<file path="src/rtl/i2cbb_pkg.sv">
// ----------------------------------------------------------------------------
// i2cbb_pkg
// Shared types and constants of the I2C bit-bang master: command codes,
// register indexes, reset values and the records passed between modules.
// ----------------------------------------------------------------------------
package i2cbb_pkg;

    localparam int HALF_W    = 8;
    localparam int TIMEOUT_W = 9;
    localparam int CFG_W     = 9;

    localparam logic [HALF_W-1:0]    HALF_RESET    = 8'd2;
    localparam logic [TIMEOUT_W-1:0] TIMEOUT_RESET = 9'd250;

    // register indexes
    localparam logic CFG_HALF_PERIOD = 1'b0;
    localparam logic CFG_ACK_TIMEOUT = 1'b1;

    // kind codes on the input stream
    localparam logic [2:0] KIND_START    = 3'd0;
    localparam logic [2:0] KIND_STOP     = 3'd1;
    localparam logic [2:0] KIND_WRITE    = 3'd2;
    localparam logic [2:0] KIND_READ     = 3'd3;
    localparam logic [2:0] KIND_WAIT_ACK = 3'd4;

    localparam int FIFO_DEPTH = 4;
    localparam int PTR_W      = $clog2(FIFO_DEPTH);
    localparam int CNT_W      = $clog2(FIFO_DEPTH + 1);

    typedef enum logic [2:0] {
        CMD_NONE,
        CMD_START,
        CMD_STOP,
        CMD_WRITE,
        CMD_READ,
        CMD_WAIT_ACK
    } cmd_t;

    typedef struct packed {
        cmd_t       cmd;
        logic [7:0] data_byte;
        logic       ack_after_read;
        logic       sda_level;
    } tick_item_t;

    typedef struct packed {
        logic       ack_failed;
        logic [7:0] read_data;
        logic       done_res;
        logic       busy_res;
        logic       sda_out;
        logic       scl_out;
    } result_t;

    typedef struct packed {
        logic             wr_en;
        logic             index;
        logic [CFG_W-1:0] wdata;
    } cfg_write_t;

endpackage

</file>
<file path="src/rtl/i2cbb_front.sv">
// ----------------------------------------------------------------------------
// i2cbb_front
// Accepts tick items, decodes the command kind and queues the items
// for the bit engine.
// ----------------------------------------------------------------------------
module i2cbb_front
(
    input  logic                   clk,
    input  logic                   rst_n,
    input  logic                   in_valid,
    output logic                   in_ready,
    input  logic                   cmd_valid,
    input  logic [2:0]             kind,
    input  logic [7:0]             data_byte,
    input  logic                   ack_after_read,
    input  logic                   sda_level,
    output logic                   item_valid,
    output i2cbb_pkg::tick_item_t  item,
    input  logic                   item_pop
);

    i2cbb_pkg::tick_item_t mem [i2cbb_pkg::FIFO_DEPTH];

    logic [i2cbb_pkg::PTR_W-1:0] wr_ptr_reg;
    logic [i2cbb_pkg::PTR_W-1:0] wr_ptr_next;
    logic [i2cbb_pkg::PTR_W-1:0] rd_ptr_reg;
    logic [i2cbb_pkg::PTR_W-1:0] rd_ptr_next;
    logic [i2cbb_pkg::CNT_W-1:0] count_reg;
    logic [i2cbb_pkg::CNT_W-1:0] count_next;

    i2cbb_pkg::tick_item_t in_item;
    i2cbb_pkg::cmd_t       cmd_dec;
    logic                  push;
    logic                  pop;

    always_comb
    begin
        cmd_dec = i2cbb_pkg::CMD_NONE;
        if (cmd_valid)
        begin
            unique case (kind)
                i2cbb_pkg::KIND_START:    cmd_dec = i2cbb_pkg::CMD_START;
                i2cbb_pkg::KIND_STOP:     cmd_dec = i2cbb_pkg::CMD_STOP;
                i2cbb_pkg::KIND_WRITE:    cmd_dec = i2cbb_pkg::CMD_WRITE;
                i2cbb_pkg::KIND_READ:     cmd_dec = i2cbb_pkg::CMD_READ;
                i2cbb_pkg::KIND_WAIT_ACK: cmd_dec = i2cbb_pkg::CMD_WAIT_ACK;
                default:                  cmd_dec = i2cbb_pkg::CMD_NONE;
            endcase
        end
    end

    assign in_item.cmd            = cmd_dec;
    assign in_item.data_byte      = data_byte;
    assign in_item.ack_after_read = ack_after_read;
    assign in_item.sda_level      = sda_level;

    assign in_ready   = (count_reg != i2cbb_pkg::CNT_W'(i2cbb_pkg::FIFO_DEPTH));
    assign item_valid = (count_reg != '0);
    assign item       = mem[rd_ptr_reg];
    assign push       = in_valid && in_ready;
    assign pop        = item_pop && item_valid;

    always_comb
    begin
        wr_ptr_next = push ? wr_ptr_reg + 1'b1 : wr_ptr_reg;
        rd_ptr_next = pop ? rd_ptr_reg + 1'b1 : rd_ptr_reg;
        count_next  = count_reg;
        if (push && !pop)
        begin
            count_next = count_reg + 1'b1;
        end
        else if (pop && !push)
        begin
            count_next = count_reg - 1'b1;
        end
    end

    always_ff @(posedge clk or negedge rst_n)
    begin
        if (!rst_n)
        begin
            wr_ptr_reg <= '0;
            rd_ptr_reg <= '0;
            count_reg  <= '0;
        end
        else
        begin
            wr_ptr_reg <= wr_ptr_next;
            rd_ptr_reg <= rd_ptr_next;
            count_reg  <= count_next;
        end
    end

    always_ff @(posedge clk)
    begin
        if (push)
        begin
            mem[wr_ptr_reg] <= in_item;
        end
    end

endmodule

</file>
<file path="src/rtl/i2cbb_engine.sv">
// ----------------------------------------------------------------------------
// i2cbb_engine
// Bit engine: plays each command out as timed SCL/SDA segments, one queued
// tick per cycle unless a result waits in its output register for the consumer.
// ----------------------------------------------------------------------------
module i2cbb_engine
(
    input  logic                   clk,
    input  logic                   rst_n,
    input  i2cbb_pkg::cfg_write_t  cfg,
    input  logic                   item_valid,
    input  i2cbb_pkg::tick_item_t  item,
    output logic                   item_pop,
    output logic                   res_valid,
    output i2cbb_pkg::result_t     res,
    input  logic                   res_ready
);

    typedef enum logic [3:0] {
        PH_IDLE,
        PH_START,
        PH_STOP,
        PH_WRITE,
        PH_READ,
        PH_RACK,
        PH_WPRE,
        PH_POLL,
        PH_WPOST
    } phase_t;

    logic [i2cbb_pkg::HALF_W-1:0]    half_reg;
    logic [i2cbb_pkg::TIMEOUT_W-1:0] timeout_reg;

    phase_t                          phase_reg;
    phase_t                          phase_next;
    logic [3:0]                      bit_index_reg;
    logic [3:0]                      bit_index_next;
    logic [7:0]                      shifter_reg;
    logic [7:0]                      shifter_next;
    logic [7:0]                      tick_count_reg;
    logic [7:0]                      tick_count_next;
    logic [i2cbb_pkg::TIMEOUT_W-1:0] wait_count_reg;
    logic [i2cbb_pkg::TIMEOUT_W-1:0] wait_count_next;
    logic                            scl_reg;
    logic                            scl_next;
    logic                            sda_reg;
    logic                            sda_next;
    logic                            ack_flag_reg;
    logic                            ack_flag_next;
    logic [7:0]                      rx_byte_reg;
    logic [7:0]                      rx_byte_next;
    logic                            ack_send_reg;
    logic                            ack_send_next;
    logic                            done_next;
    logic                            res_valid_reg;
    logic                            res_valid_next;
    i2cbb_pkg::result_t              res_reg;
    i2cbb_pkg::result_t              res_next;

    logic [7:0]                      reload_val;
    logic                            pop;

    // drive levels {scl, sda} after entering segment s of a phase
    function automatic logic [1:0] apply_seg(phase_t ph, logic [3:0] s, logic bit7,
                                             logic ack_s, logic [1:0] lines);
        logic [1:0] r;
        r = lines;
        unique case (ph)
            PH_START:
            begin
                if (s == 4'd0)      r = 2'b11;
                else if (s == 4'd1) r[0] = 1'b0;
                else                r[1] = 1'b0;
            end
            PH_STOP:
            begin
                if (s == 4'd0)      r[0] = 1'b0;
                else if (s == 4'd1) r[1] = 1'b1;
                else                r[0] = 1'b1;
            end
            PH_WRITE:
            begin
                if (!s[0])
                begin
                    if (s != 4'd0) r[1] = 1'b0;
                    r[0] = bit7;
                end
                else
                begin
                    r[1] = 1'b1;
                end
            end
            PH_READ:
            begin
                r[1] = !s[0];
            end
            PH_RACK:
            begin
                if (s == 4'd0)      r[0] = !ack_s;
                else if (s == 4'd1) r[1] = 1'b1;
                else if (s == 4'd2) r[1] = 1'b0;
                else                r[0] = 1'b1;
            end
            PH_WPRE:
            begin
                if (s == 4'd0) r[0] = 1'b1;
                else           r[1] = 1'b1;
            end
            PH_WPOST:
            begin
                r[1] = 1'b0;
            end
            default:
            begin
                r = lines;
            end
        endcase
        return r;
    endfunction

    function automatic logic [4:0] seg_total(phase_t ph, logic ack_s);
        logic [4:0] n;
        unique case (ph)
            PH_START: n = 5'd3;
            PH_STOP:  n = 5'd3;
            PH_WRITE: n = 5'd16;
            PH_READ:  n = 5'd16;
            PH_RACK:  n = ack_s ? 5'd4 : 5'd3;
            PH_WPRE:  n = 5'd2;
            default:  n = 5'd1;
        endcase
        return n;
    endfunction

    assign reload_val = (half_reg == '0) ? 8'd1 : half_reg;
    assign pop        = item_valid && (!res_valid_reg || res_ready);
    assign item_pop   = pop;
    assign res_valid  = res_valid_reg;
    assign res        = res_reg;

    always_comb
    begin
        phase_t                          ph_b;
        logic [1:0]                      lines;
        logic [3:0]                      s;
        logic [7:0]                      sh;
        logic [7:0]                      tick_dec;
        logic                            poll_now;
        logic [i2cbb_pkg::TIMEOUT_W-1:0] poll_count;

        phase_next      = phase_reg;
        bit_index_next  = bit_index_reg;
        shifter_next    = shifter_reg;
        tick_count_next = tick_count_reg;
        wait_count_next = wait_count_reg;
        ack_flag_next   = ack_flag_reg;
        rx_byte_next    = rx_byte_reg;
        ack_send_next   = ack_send_reg;
        done_next       = 1'b0;
        lines           = {scl_reg, sda_reg};
        ph_b            = PH_IDLE;
        s               = bit_index_reg;
        sh              = shifter_reg;
        tick_dec        = tick_count_reg;
        poll_now        = 1'b0;
        poll_count      = wait_count_reg;

        if (pop)
        begin
            unique case (phase_reg)
                PH_IDLE:
                begin
                    if (item.cmd != i2cbb_pkg::CMD_NONE)
                    begin
                        unique case (item.cmd)
                            i2cbb_pkg::CMD_START: ph_b = PH_START;
                            i2cbb_pkg::CMD_STOP:  ph_b = PH_STOP;
                            i2cbb_pkg::CMD_WRITE:
                            begin
                                ph_b         = PH_WRITE;
                                shifter_next = item.data_byte;
                            end
                            i2cbb_pkg::CMD_READ:
                            begin
                                ph_b          = PH_READ;
                                shifter_next  = 8'd0;
                                ack_send_next = item.ack_after_read;
                            end
                            default: ph_b = PH_WPRE;
                        endcase
                        phase_next      = ph_b;
                        bit_index_next  = 4'd0;
                        lines           = apply_seg(ph_b, 4'd0, shifter_next[7],
                                                    ack_send_next, lines);
                        tick_count_next = reload_val;
                    end
                end
                PH_POLL:
                begin
                    poll_now   = 1'b1;
                    poll_count = wait_count_reg;
                end
                default:
                begin
                    tick_dec        = (tick_count_reg != 8'd0) ? tick_count_reg - 8'd1
                                                               : tick_count_reg;
                    tick_count_next = tick_dec;
                    if (tick_dec == 8'd0)
                    begin
                        if (phase_reg == PH_READ && !s[0])
                        begin
                            sh = {shifter_reg[6:0], item.sda_level};
                        end
                        if (phase_reg == PH_WRITE && s[0])
                        begin
                            sh = {shifter_reg[6:0], 1'b0};
                        end
                        shifter_next = sh;
                        if ({1'b0, s} + 5'd1 < seg_total(phase_reg, ack_send_reg))
                        begin
                            bit_index_next  = s + 4'd1;
                            lines           = apply_seg(phase_reg, s + 4'd1, sh[7],
                                                        ack_send_reg, lines);
                            tick_count_next = reload_val;
                        end
                        else
                        begin
                            unique case (phase_reg)
                                PH_READ:
                                begin
                                    rx_byte_next    = sh;
                                    phase_next      = PH_RACK;
                                    bit_index_next  = 4'd0;
                                    lines           = apply_seg(PH_RACK, 4'd0, sh[7],
                                                                ack_send_reg, lines);
                                    tick_count_next = reload_val;
                                end
                                PH_WPRE:
                                begin
                                    phase_next = PH_POLL;
                                    poll_now   = 1'b1;
                                    poll_count = '0;
                                end
                                PH_WRITE:
                                begin
                                    lines      = 2'b01;
                                    phase_next = PH_IDLE;
                                    done_next  = 1'b1;
                                end
                                PH_WPOST:
                                begin
                                    ack_flag_next = 1'b0;
                                    phase_next    = PH_IDLE;
                                    done_next     = 1'b1;
                                end
                                default:
                                begin
                                    phase_next = PH_IDLE;
                                    done_next  = 1'b1;
                                end
                            endcase
                        end
                    end
                end
            endcase

            if (poll_now)
            begin
                wait_count_next = poll_count;
                if (!item.sda_level)
                begin
                    phase_next      = PH_WPOST;
                    bit_index_next  = 4'd0;
                    lines[1]        = 1'b0;
                    tick_count_next = reload_val;
                end
                else if (poll_count >= timeout_reg)
                begin
                    ack_flag_next = 1'b1;
                    phase_next    = PH_IDLE;
                    done_next     = 1'b1;
                end
                else
                begin
                    wait_count_next = poll_count + 1'b1;
                end
            end
        end

        scl_next = lines[1];
        sda_next = lines[0];
    end

    always_comb
    begin
        res_valid_next     = res_valid_reg;
        res_next           = res_reg;
        if (res_valid_reg && res_ready)
        begin
            res_valid_next = 1'b0;
        end
        if (pop)
        begin
            res_valid_next     = 1'b1;
            res_next.scl_out    = scl_next;
            res_next.sda_out    = sda_next;
            res_next.busy_res   = (phase_next != PH_IDLE);
            res_next.done_res   = done_next;
            res_next.read_data  = rx_byte_next;
            res_next.ack_failed = ack_flag_next;
        end
    end

    always_ff @(posedge clk or negedge rst_n)
    begin
        if (!rst_n)
        begin
            half_reg       <= i2cbb_pkg::HALF_RESET;
            timeout_reg    <= i2cbb_pkg::TIMEOUT_RESET;
            phase_reg      <= PH_IDLE;
            bit_index_reg  <= '0;
            shifter_reg    <= '0;
            tick_count_reg <= '0;
            wait_count_reg <= '0;
            scl_reg        <= 1'b1;
            sda_reg        <= 1'b1;
            ack_flag_reg   <= 1'b0;
            rx_byte_reg    <= '0;
            ack_send_reg   <= 1'b0;
            res_valid_reg  <= 1'b0;
        end
        else
        begin
            if (cfg.wr_en)
            begin
                unique case (cfg.index)
                    i2cbb_pkg::CFG_HALF_PERIOD:
                        half_reg <= cfg.wdata[i2cbb_pkg::HALF_W-1:0];
                    default:
                        timeout_reg <= cfg.wdata[i2cbb_pkg::TIMEOUT_W-1:0];
                endcase
            end
            phase_reg      <= phase_next;
            bit_index_reg  <= bit_index_next;
            shifter_reg    <= shifter_next;
            tick_count_reg <= tick_count_next;
            wait_count_reg <= wait_count_next;
            scl_reg        <= scl_next;
            sda_reg        <= sda_next;
            ack_flag_reg   <= ack_flag_next;
            rx_byte_reg    <= rx_byte_next;
            ack_send_reg   <= ack_send_next;
            res_valid_reg  <= res_valid_next;
        end
    end

    always_ff @(posedge clk)
    begin
        res_reg <= res_next;
    end

endmodule

</file>
<file path="src/rtl/i2c_bit_bang_master_core.sv">
// latency: a result is presented on the clock edge after its tick is taken
// (queue read and engine update are combinational, loaded into the output register)
// throughput: one tick item per cycle while m_axis_tready keeps the output register free
// reset: engine idle, SCL and SDA released high, half period 2, ack timeout 250
// ----------------------------------------------------------------------------
// i2c_bit_bang_master_core
// I2C master bit engine: a front queue of tick items feeding the timed
// SCL/SDA sequencer, one result per tick.
// ----------------------------------------------------------------------------
module i2c_bit_bang_master_core
(
    input  logic                         clk,
    input  logic                         rst_n,
    input  logic                         cfg_wr_en,
    input  logic                         cfg_index,
    input  logic [i2cbb_pkg::CFG_W-1:0]  cfg_wdata,
    input  logic                         s_axis_tvalid,
    output logic                         s_axis_tready,
    input  logic [15:0]                  s_axis_tdata,  // data_byte, ack_after_read, sda_level
    input  logic [3:0]                   s_axis_tuser,  // cmd_valid, kind
    output logic                         m_axis_tvalid,
    input  logic                         m_axis_tready,
    output logic [15:0]                  m_axis_tdata   // scl_out, sda_out, busy_res,
                                                        // done_res, read_data, ack_failed
);

    i2cbb_pkg::cfg_write_t cfg;
    i2cbb_pkg::tick_item_t item;
    i2cbb_pkg::result_t    res;
    logic                  item_valid;
    logic                  item_pop;

    assign cfg.wr_en = cfg_wr_en;
    assign cfg.index = cfg_index;
    assign cfg.wdata = cfg_wdata;

    i2cbb_front u_front
    (
        .clk            (clk),
        .rst_n          (rst_n),
        .in_valid       (s_axis_tvalid),
        .in_ready       (s_axis_tready),
        .cmd_valid      (s_axis_tuser[0]),
        .kind           (s_axis_tuser[3:1]),
        .data_byte      (s_axis_tdata[7:0]),
        .ack_after_read (s_axis_tdata[8]),
        .sda_level      (s_axis_tdata[9]),
        .item_valid     (item_valid),
        .item           (item),
        .item_pop       (item_pop)
    );

    i2cbb_engine u_engine
    (
        .clk        (clk),
        .rst_n      (rst_n),
        .cfg        (cfg),
        .item_valid (item_valid),
        .item       (item),
        .item_pop   (item_pop),
        .res_valid  (m_axis_tvalid),
        .res        (res),
        .res_ready  (m_axis_tready)
    );

    assign m_axis_tdata = {3'b000, res.ack_failed, res.read_data, res.done_res,
                           res.busy_res, res.sda_out, res.scl_out};

endmodule

</file>
<file path="config.mk">
export PLATFORM = sky130hd
export DESIGN_NAME = i2c_bit_bang_master_core
export DESIGN_NICKNAME = d
export VERILOG_FILES = /design/src/rtl/i2cbb_pkg.sv /design/src/rtl/i2cbb_front.sv /design/src/rtl/i2cbb_engine.sv /design/src/rtl/i2c_bit_bang_master_core.sv
export SDC_FILE = /design/constraint.sdc
export NUM_CORES = 1
export LEC_CHECK = 0
export BUFFER_PORTS_ARGS = -buffer_cell sky130_fd_sc_hd__buf_2
export CORE_MARGIN = 5
export CORE_UTILIZATION = 39
export DETAILED_ROUTE_END_ITERATION = 8
export PLACE_DENSITY_LB_ADDON = 0.2
export SYNTH_ARGS = -nofsm -noshare
export SYNTH_HDL_FRONTEND = slang
export SYNTH_HIERARCHICAL = 1
export SYNTH_SLANG_ARGS = --single-unit
</file>
<file path="constraint.sdc">
create_clock -name clk -period 10.3 [get_ports clk]
set_input_delay 2.06 -clock clk [delete_from_list [all_inputs] [get_ports clk]]
set_output_delay 2.06 -clock clk [all_outputs]
set_load 0.02 [all_outputs]
</file>
==> results.env, run 1 <==
SYNTH.AVG_CELL_AREA_UM2=11.04
ROWS=50
PORT_BUFFERS=43
YOSYS_REGISTER_BITS=135
WORSTHOLDPATHTYPE='flip-flop to flip-flop'
YOSYS_WARNINGS=6
LARGEST_REGISTER_FF_COUNT=52
SLEW_HEADROOM=0.3133
CTS_BUFFERS=17
POWER_DENSITY_nW_PER_UM2=286.3
R2R_START='u_engine/phase_reg[0]'
CP_SLOWEST_CELL='o311ai_0'
WORST_PATH_DOMINANT_CELL_FAMILY='compound AO/OA/AOI/OAI gates'
RSZ0062_AT_GRT='no'
GRT_START_MAX_NET_PINS=71
GRT_USE_TOTAL=0.1572
CRITICAL_PATH.ENDPOINT='u_engine/res[2]'
POST_CTS_HOLD_BUFFER_COUNT=0
SYNTHTOLAYOUTAREAGROWTH_PCT=13.17
ARRIVAL_TIME_AT_THE_WORST_ENDPOINT_NS=6.56
R2R_DEPTH=18
CTS_ROOT_BUF='clkbuf_16'
VIAS=5355
FIN_WORST_HOLD_SLACK_NS=0.4820
DIE-HEIGHT_UM=147.3
CRITICAL_PATH.STARTPOINT_TYPE='flip-flop'
SYNTH_SEQUENTIAL_AREA_RATIO=0.5051
CTS.PATH.MAX_BUFFERS=2
TRITONCTS_CLOCK_TREE='yes'
FOOTPRINT_OF_THE_MULTI_INPUT_GATES_UM2=3354
FINAL.MIN_CLOCK_PERIOD_NS=6.430
BIGGEST_AREA_CONTRIBUTORS_IN_THE_SYNTHESIZED_NETLIST='edfxtp_1 27%, dfrtp_1 21%, ha_1 3.7%'
WORSTPATHCELLLIST='inv_1 > nor2_1 > a21oi_1 > or2_2 > ha_1 > and3_1 > o311ai_0 > a221oi_2 > buf_4 > nand2_1 > and2_1 > ha_1 > nand4_1 > o311ai_0 > nand2_1 > a311o_1 > a31oi_2 > o221ai_1'
STATIC-LEAKAGE-POWER_nW=3.253
PLACE.GP.CONGESTION=0.8482
FMAX_MHz=155.5
FINAL_SETUP_VIOLATION_COUNT=0
DRTANTENNAVIOLNETS=0
POSTSYNTHCELLCOUNT=666
VIASPERCELL=5.649
CRIT-REG2REG-CAPTURE='u_engine/res[2]'
TIGHTESTPINTRANSITION_NS=1.022
STATUS='completed'
CRITICAL_PATH.ENDPOINT_TYPE='flip-flop'
SETUP_TOTAL_NEGATIVE_SLACK_NS=0
FINALHOLDVIOLATIONS=0
FIRST_GLOBAL_VIAS=5263
FINAL_CELL_COUNT_NO_FILL=948
LAYOUT.NETS=759
WORST_PATH_FANOUT_MAX=21
NUM_ANTENNA_CELLS=0
WORSTSETUPPATHDEPTH=18
SYNTH_TOP_CELLS_BY_COUNT='65 x edfxtp_1, 64 x nand2_1, 61 x dfrtp_1, 57 x nor2_1, 30 x o21ai_0'
REG2REG_SLACK_NS=3.87
CTS_MAX_LEVEL=4
DIE-AREA_UM2=21700
CTS.REPAIR.RESIZED=0
NUMBER_OF_BUFFERS_INSERTED_BY_POST_CTS_SETUP_REPAIR=0
ANTENNA_VIOLATIONS_BEFORE_REPAIR=0
FIRST_PASS_ITERATION_COUNT_OF_THE_DETAILED_ROUTER=5
CP_DATA_REQUIRED_TIME_NS=10.43
DPL.CELL_COUNT=916
TRITONCTS_NUM_SINKS=135
SYNTHMOSTINSTANTIATEDCELL='edfxtp_1'
DESIGN.PORTCOUNT=53
SYNTH_EDF_COUNT=65
CORE-AREA_UM2=18640
FLOORPLAN.INITIALDENSITY=0.3945
MAXCAPVIOLCOUNT=0
DRT_WL_TOTAL_UM=16460
SOURCE_OF_THE_CRITICAL_TIMING_PATH='u_engine/phase_reg[0]'
CLKTRANSATPATHREGS_NS=0.07
PATH_BUF_INV=2
CLK_LATENCY_NS=0.43
IR_DROP_uV=137.8
SEQCELLAREA_UM2=3715
PERIOD_SHARE=0.6242
DRT_ITER0_DRC=300
DRIVE_ABOVE_1_SHARE=0.1863
SYNTH_FF_TYPE='edfxtp_1'
SYNTHESIS.AREA_UM2=7355
SLEW_VIOL_FINAL=0
SHARE_OF_FLIP_FLOPS_WITH_AN_ASYNCHRONOUS_SET_OR_RESET_AFTER_SYNTHESIS=0.5185
GRT_FIRST_PASS_WIRELENGTH_UM=27280
SYNTH_CELL_TYPES=81
SLOWEST_DELAY_NS=0.88
FILLER_CELL_COUNT=1748
CRITICALPATHCATEGORY='flip-flop to flip-flop'
DIE_WIDTH_UM=147.3
REMAINING_DRC_ERRORS=0
ROUTEDWLPERCELL_UM=17.36
YOSYS.AREA.TOP_TYPE='edfxtp_1'
SYNTH_TOP_AREA_SHARE=0.2654
PLACE_HPWL_UM=11550
OVERFLOW=0
FIN_SKEW_NS=0.01401
## per-stage QoR
stage / total power [mW] / instance area [um2] / setup WS, ns / utilization
after floorplan: 1.565 / 7362 / 5.303 / -
after global placement: 1.763 / 7724 / 3.954 / 0.4143
after detailed placement: 1.793 / 7724 / 3.933 / 0.4143
after CTS: 2.403 / 8323 / 3.911 / 0.4464
after global routing: 2.554 / 8323 / 3.370 / 0.4464
final: 2.383 / 8323 / 3.870 / 0.4464
## power by group
group	total, mW	switching (mW)	internal (mW)
sequential	0.881	0.169	0.713
combinational	0.901	0.532	0.369
clock	0.601	0.273	0.327
total	2.38	0.974	1.41
## layout make-up
| type | instances | area share |
|---|---|---|
| Clock buffer | 17 | 0.05111 |
| Clock inverter | 15 | 0.02090 |
| Inverter | 27 | 0.01218 |
| Multi-Input combinational cell | 471 | 0.4030 |
| Sequential cell | 135 | 0.4463 |
| Tap cell | 234 | 0.03518 |
| Timing Repair Buffer | 49 | 0.03127 |
## per-layer routing
metal / share of wire / routed length, um / up-vias / global-route usage
met2: 0.49 / 8081 / 158 / 0.2558
met1: 0.44 / 7217 / 2599 / 0.2047
met3: 0.057 / 940 / 16 / 0.03979
li1: - / - / 2582 / -
met5: 0 / 0 / - / 0
met4: 0.013 / 220 / 0 / 0.05592
## cells by family after synthesis
family	synth area share
simple gates	0.1594
xor+xnor	0.01191
compound gates	0.1575
fa+ha+maj	0.04015
buf+inv	0.03981
other cells	0.0005099
mux	0.08557
flops	0.5051
## cells in the final DEF (no fill, tap or decap), types with 16 or more instances in the layout
cell / synthesis / layout
buf_2: 4 / 43
clkbuf_16: 0 / 17
nor3_1: 16 / 16
nand2_1: 64 / 64
inv_1: 27 / 27
o21ai_0: 30 / 30
nor2_1: 57 / 57
ha_1: 22 / 22
a21oi_1: 19 / 19
dfrtp_1: 61 / 61
nand3_1: 27 / 27
edfxtp_1: 65 / 65
mux2_2: 22 / 22
## worst register-to-register path, delay by kind of cell, from the launching register on
kind | cells | cell delay (ns)
simple gates | 7 | 1.76
flops | 1 | 0.84
compound gates | 7 | 2.44
fa+ha+maj | 2 | 0.57
buf+inv | 2 | 0.55
## how the worst min path moves through the flow
stage                                    start                    endpoint  slack (ns)  depth (start not counted)
detailed placement  u_engine/wait_count_reg[6]  u_engine/wait_count_reg[6]        0.47                          1
global route        u_engine/wait_count_reg[6]  u_engine/wait_count_reg[6]        0.51                          1
finish              u_engine/wait_count_reg[6]  u_engine/wait_count_reg[6]        0.48                          1
floorplan           u_engine/wait_count_reg[6]  u_engine/wait_count_reg[6]        0.45                          1
global placement    u_engine/wait_count_reg[6]  u_engine/wait_count_reg[6]        0.46                          1
CTS                 u_engine/wait_count_reg[6]  u_engine/wait_count_reg[6]        0.48                          1
Power figures use the tool's default switching activity.
==> run 2: changes to the inputs <==
==> constraint.sdc (replaced) <==
create_clock -name clk -period 5.9 [get_ports clk]
set_input_delay 1.18 -clock clk [delete_from_list [all_inputs] [get_ports clk]]
set_output_delay 1.18 -clock clk [all_outputs]
set_load 0.02 [all_outputs]
==> run 2 against run 1 <==
Effect of this change:
- first-iteration DRC count up 0.33%
- worst hold slack improved by 0.010 ns
- sequential share of layout area decreased by 0.60 points
- via count up 1.3%
- final cell count rose by 0.84%
- register-to-register slack worse by 3.3 ns
- maximum frequency is 20% higher
- global-route usage grew 0.54 points
==> results.env, run 2 (synthesis gave the netlist of run 1 again) <==
CTS_BUFFERS=17
LAYOUT.CELL_AREA.NON_FILLER_UM2=8437
SLEW_HEADROOM=0.2861
SYNTHTOLAYOUTAREAGROWTH_PCT=14.72
CRITICALPATHCATEGORY='flip-flop to flip-flop'
PLACE.GP.CONGESTION=0.8678
GRT_USE_TOTAL=0.1626
DRT_ITER0_DRC=301
VIASPERCELL=5.677
STATIC-LEAKAGE-POWER_nW=3.326
FLOORPLAN.INITIALDENSITY=0.3945
LAYOUT_COMMON_CELLS='65 x edfxtp_1, 64 x nand2_1, 61 x dfrtp_1'
POST-LAYOUT-TOTAL-POWER_mW=4.333
PORT_BUFFERS=43
FINAL.MIN_CLOCK_PERIOD_NS=5.375
SETUP_TOTAL_NEGATIVE_SLACK_NS=0
WORSTHOLDPATHTYPE='flip-flop to flip-flop'
FINAL_SETUP_VIOLATION_COUNT=0
IR_DROP_uV=238.2
NUMBER_OF_BUFFERS_INSERTED_BY_POST_CTS_SETUP_REPAIR=0
LARGEST_REGISTER_FF_COUNT=52
MAXCAPVIOLCOUNT=0
FINALHOLDVIOLATIONS=0
GROUTE.LAYER.MET1.USAGE=0.2081
CLKTRANSATPATHREGS_NS=0.06
RSZ0062_AT_GRT='no'
PLACE_HPWL_UM=11870
REMAINING_DRC_ERRORS=0
POWER_DENSITY_nW_PER_UM2=513.5
DRT_WL_TOTAL_UM=16940
ROWS=50
CTS.PATH.MAX_BUFFERS=2
OVERFLOW=0
FIRST_GLOBAL_VIAS=5394
DRTANTENNAVIOLNETS=0
GR-MAX-USAGE-LAYER='met2'
CRITICAL_PATH.STARTPOINT_TYPE='flip-flop'
TRITONCTS_NUM_SINKS=135
FMAX_MHz=186.0
CRITICAL_PATH.ENDPOINT_TYPE='flip-flop'
WORST_PATH_FANOUT_MAX=21
DRIVE_ABOVE_1_SHARE=0.1953
VIAS=5427
GRTUSAGEMET2=0.2684
DIE-HEIGHT_UM=147.3
CTS_ROOT_BUF='clkbuf_16'
ARRIVAL_TIME_AT_THE_WORST_ENDPOINT_NS=5.73
POST_CTS_HOLD_BUFFER_COUNT=0
MOSTFREQUENTLAYOUTCELL='edfxtp_1'
LAYOUT.NETS=767
DIE-AREA_UM2=21700
CLK_LATENCY_NS=0.42
TRITONCTS_CLOCK_TREE='yes'
NUM_ANTENNA_CELLS=0
CORE-AREA_UM2=18640
GRT_START_MAX_NET_PINS=71
CP_DATA_REQUIRED_TIME_NS=6.25
FINAL_CELL_COUNT_NO_FILL=956
SLEW_VIOL_FINAL=0
STATUS='completed'
PERIOD_SHARE=0.9111
FIN_SKEW_NS=0.01229
CTS.REPAIR.RESIZED=0
DIE_WIDTH_UM=147.3
ANTENNA_VIOLATIONS_BEFORE_REPAIR=0
FIN_WORST_HOLD_SLACK_NS=0.4922
GRT_FIRST_PASS_WIRELENGTH_UM=28070
GRT_USE_MET3=0.04318
DPL.CELL_COUNT=924
CTS_MAX_LEVEL=4
FIRST_PASS_ITERATION_COUNT_OF_THE_DETAILED_ROUTER=5
DPL-INSTANCE-AREA_UM2=7784
TIGHTESTPINTRANSITION_NS=1.064
DESIGN.PORTCOUNT=53
ROUTEDWLPERCELL_UM=17.72
[run 2: cell count changes in the layout (fill, tap and decap cells not counted)]
| cell | before | now |
|---|---|---|
| inv_8 | 6 | 4 |
| bufinv_16 | 0 | 3 |
| clkinv_8 | 4 | 3 |
| clkinvlp_4 | 2 | 0 |
| inv_6 | 3 | 5 |
| buf_4 | 6 | 14 |
[run 2: final timing paths]
kind                                             from                         end  slack [ns]  cells past startpoint
max                             u_engine/phase_reg[1]  u_engine/wait_count_reg[3]        0.52                     18
max in group asynchronous                       rst_n     u_engine/rx_byte_reg[7]        4.33                      2
min reg2reg                u_engine/wait_count_reg[6]  u_engine/wait_count_reg[6]        0.49                      1
min                        u_engine/wait_count_reg[6]  u_engine/wait_count_reg[6]        0.49                      1
max reg2reg                     u_engine/phase_reg[1]  u_engine/wait_count_reg[3]        0.52                     18
min in group asynchronous                       rst_n  u_engine/wait_count_reg[7]        0.98                      2
[run 2: through the flow]
stage                     setup slack, ns    util
after floorplan                    0.9030       -
after global placement             0.6588  0.4175
after detailed placement           0.5505  0.4175
after CTS                          0.5395  0.4526
after global routing              0.05777  0.4526
final                              0.5247  0.4526
[run 2: layout make-up]
| class | instances | area (um2) |
|---|---|---|
| Tap cell | 234 | 292.8 |
| Timing Repair Buffer | 57 | 320.3 |
| Inverter | 27 | 101.3 |
| Sequential cell | 135 | 3715 |
| Fill cell | 1757 | 10210 |
| Clock inverter | 15 | 227.7 |
| Clock buffer | 17 | 425.4 |
| Multi-Input combinational cell | 471 | 3354 |
[run 2: report_power, final]
part           leakage [nW]  total (mW)  switching (mW)  internal, mW
clock                 0.319        1.15           0.456         0.693
sequential             1.48        1.51           0.265          1.24
combinational          1.53        1.67           0.987         0.685
[run 2: routing by layer]
metal / wire length [um] / share of wire
met1: 7455 / 0.44
met2: 8400 / 0.50
met3: 859 / 0.051
met4: 222 / 0.013
met5: 0 / 0
[run 2: worst max-delay path, cell delays in order, from the launching register on]
cell and delay, ns:
dfrtp_1 0.62, nor2_1 0.43, a21oi_1 0.10, or2_2 0.29
ha_1 0.27, and3_1 0.17, o311ai_0 0.28, a221oi_2 0.37
nand2_1 0.33, and2_1 0.29, ha_1 0.29, a211o_1 0.29
o211ai_1 0.09, o311ai_0 0.15, buf_4 0.19, a211oi_4 0.37
o21ai_4 0.16, or4b_1 0.52, nand3_1 0.09
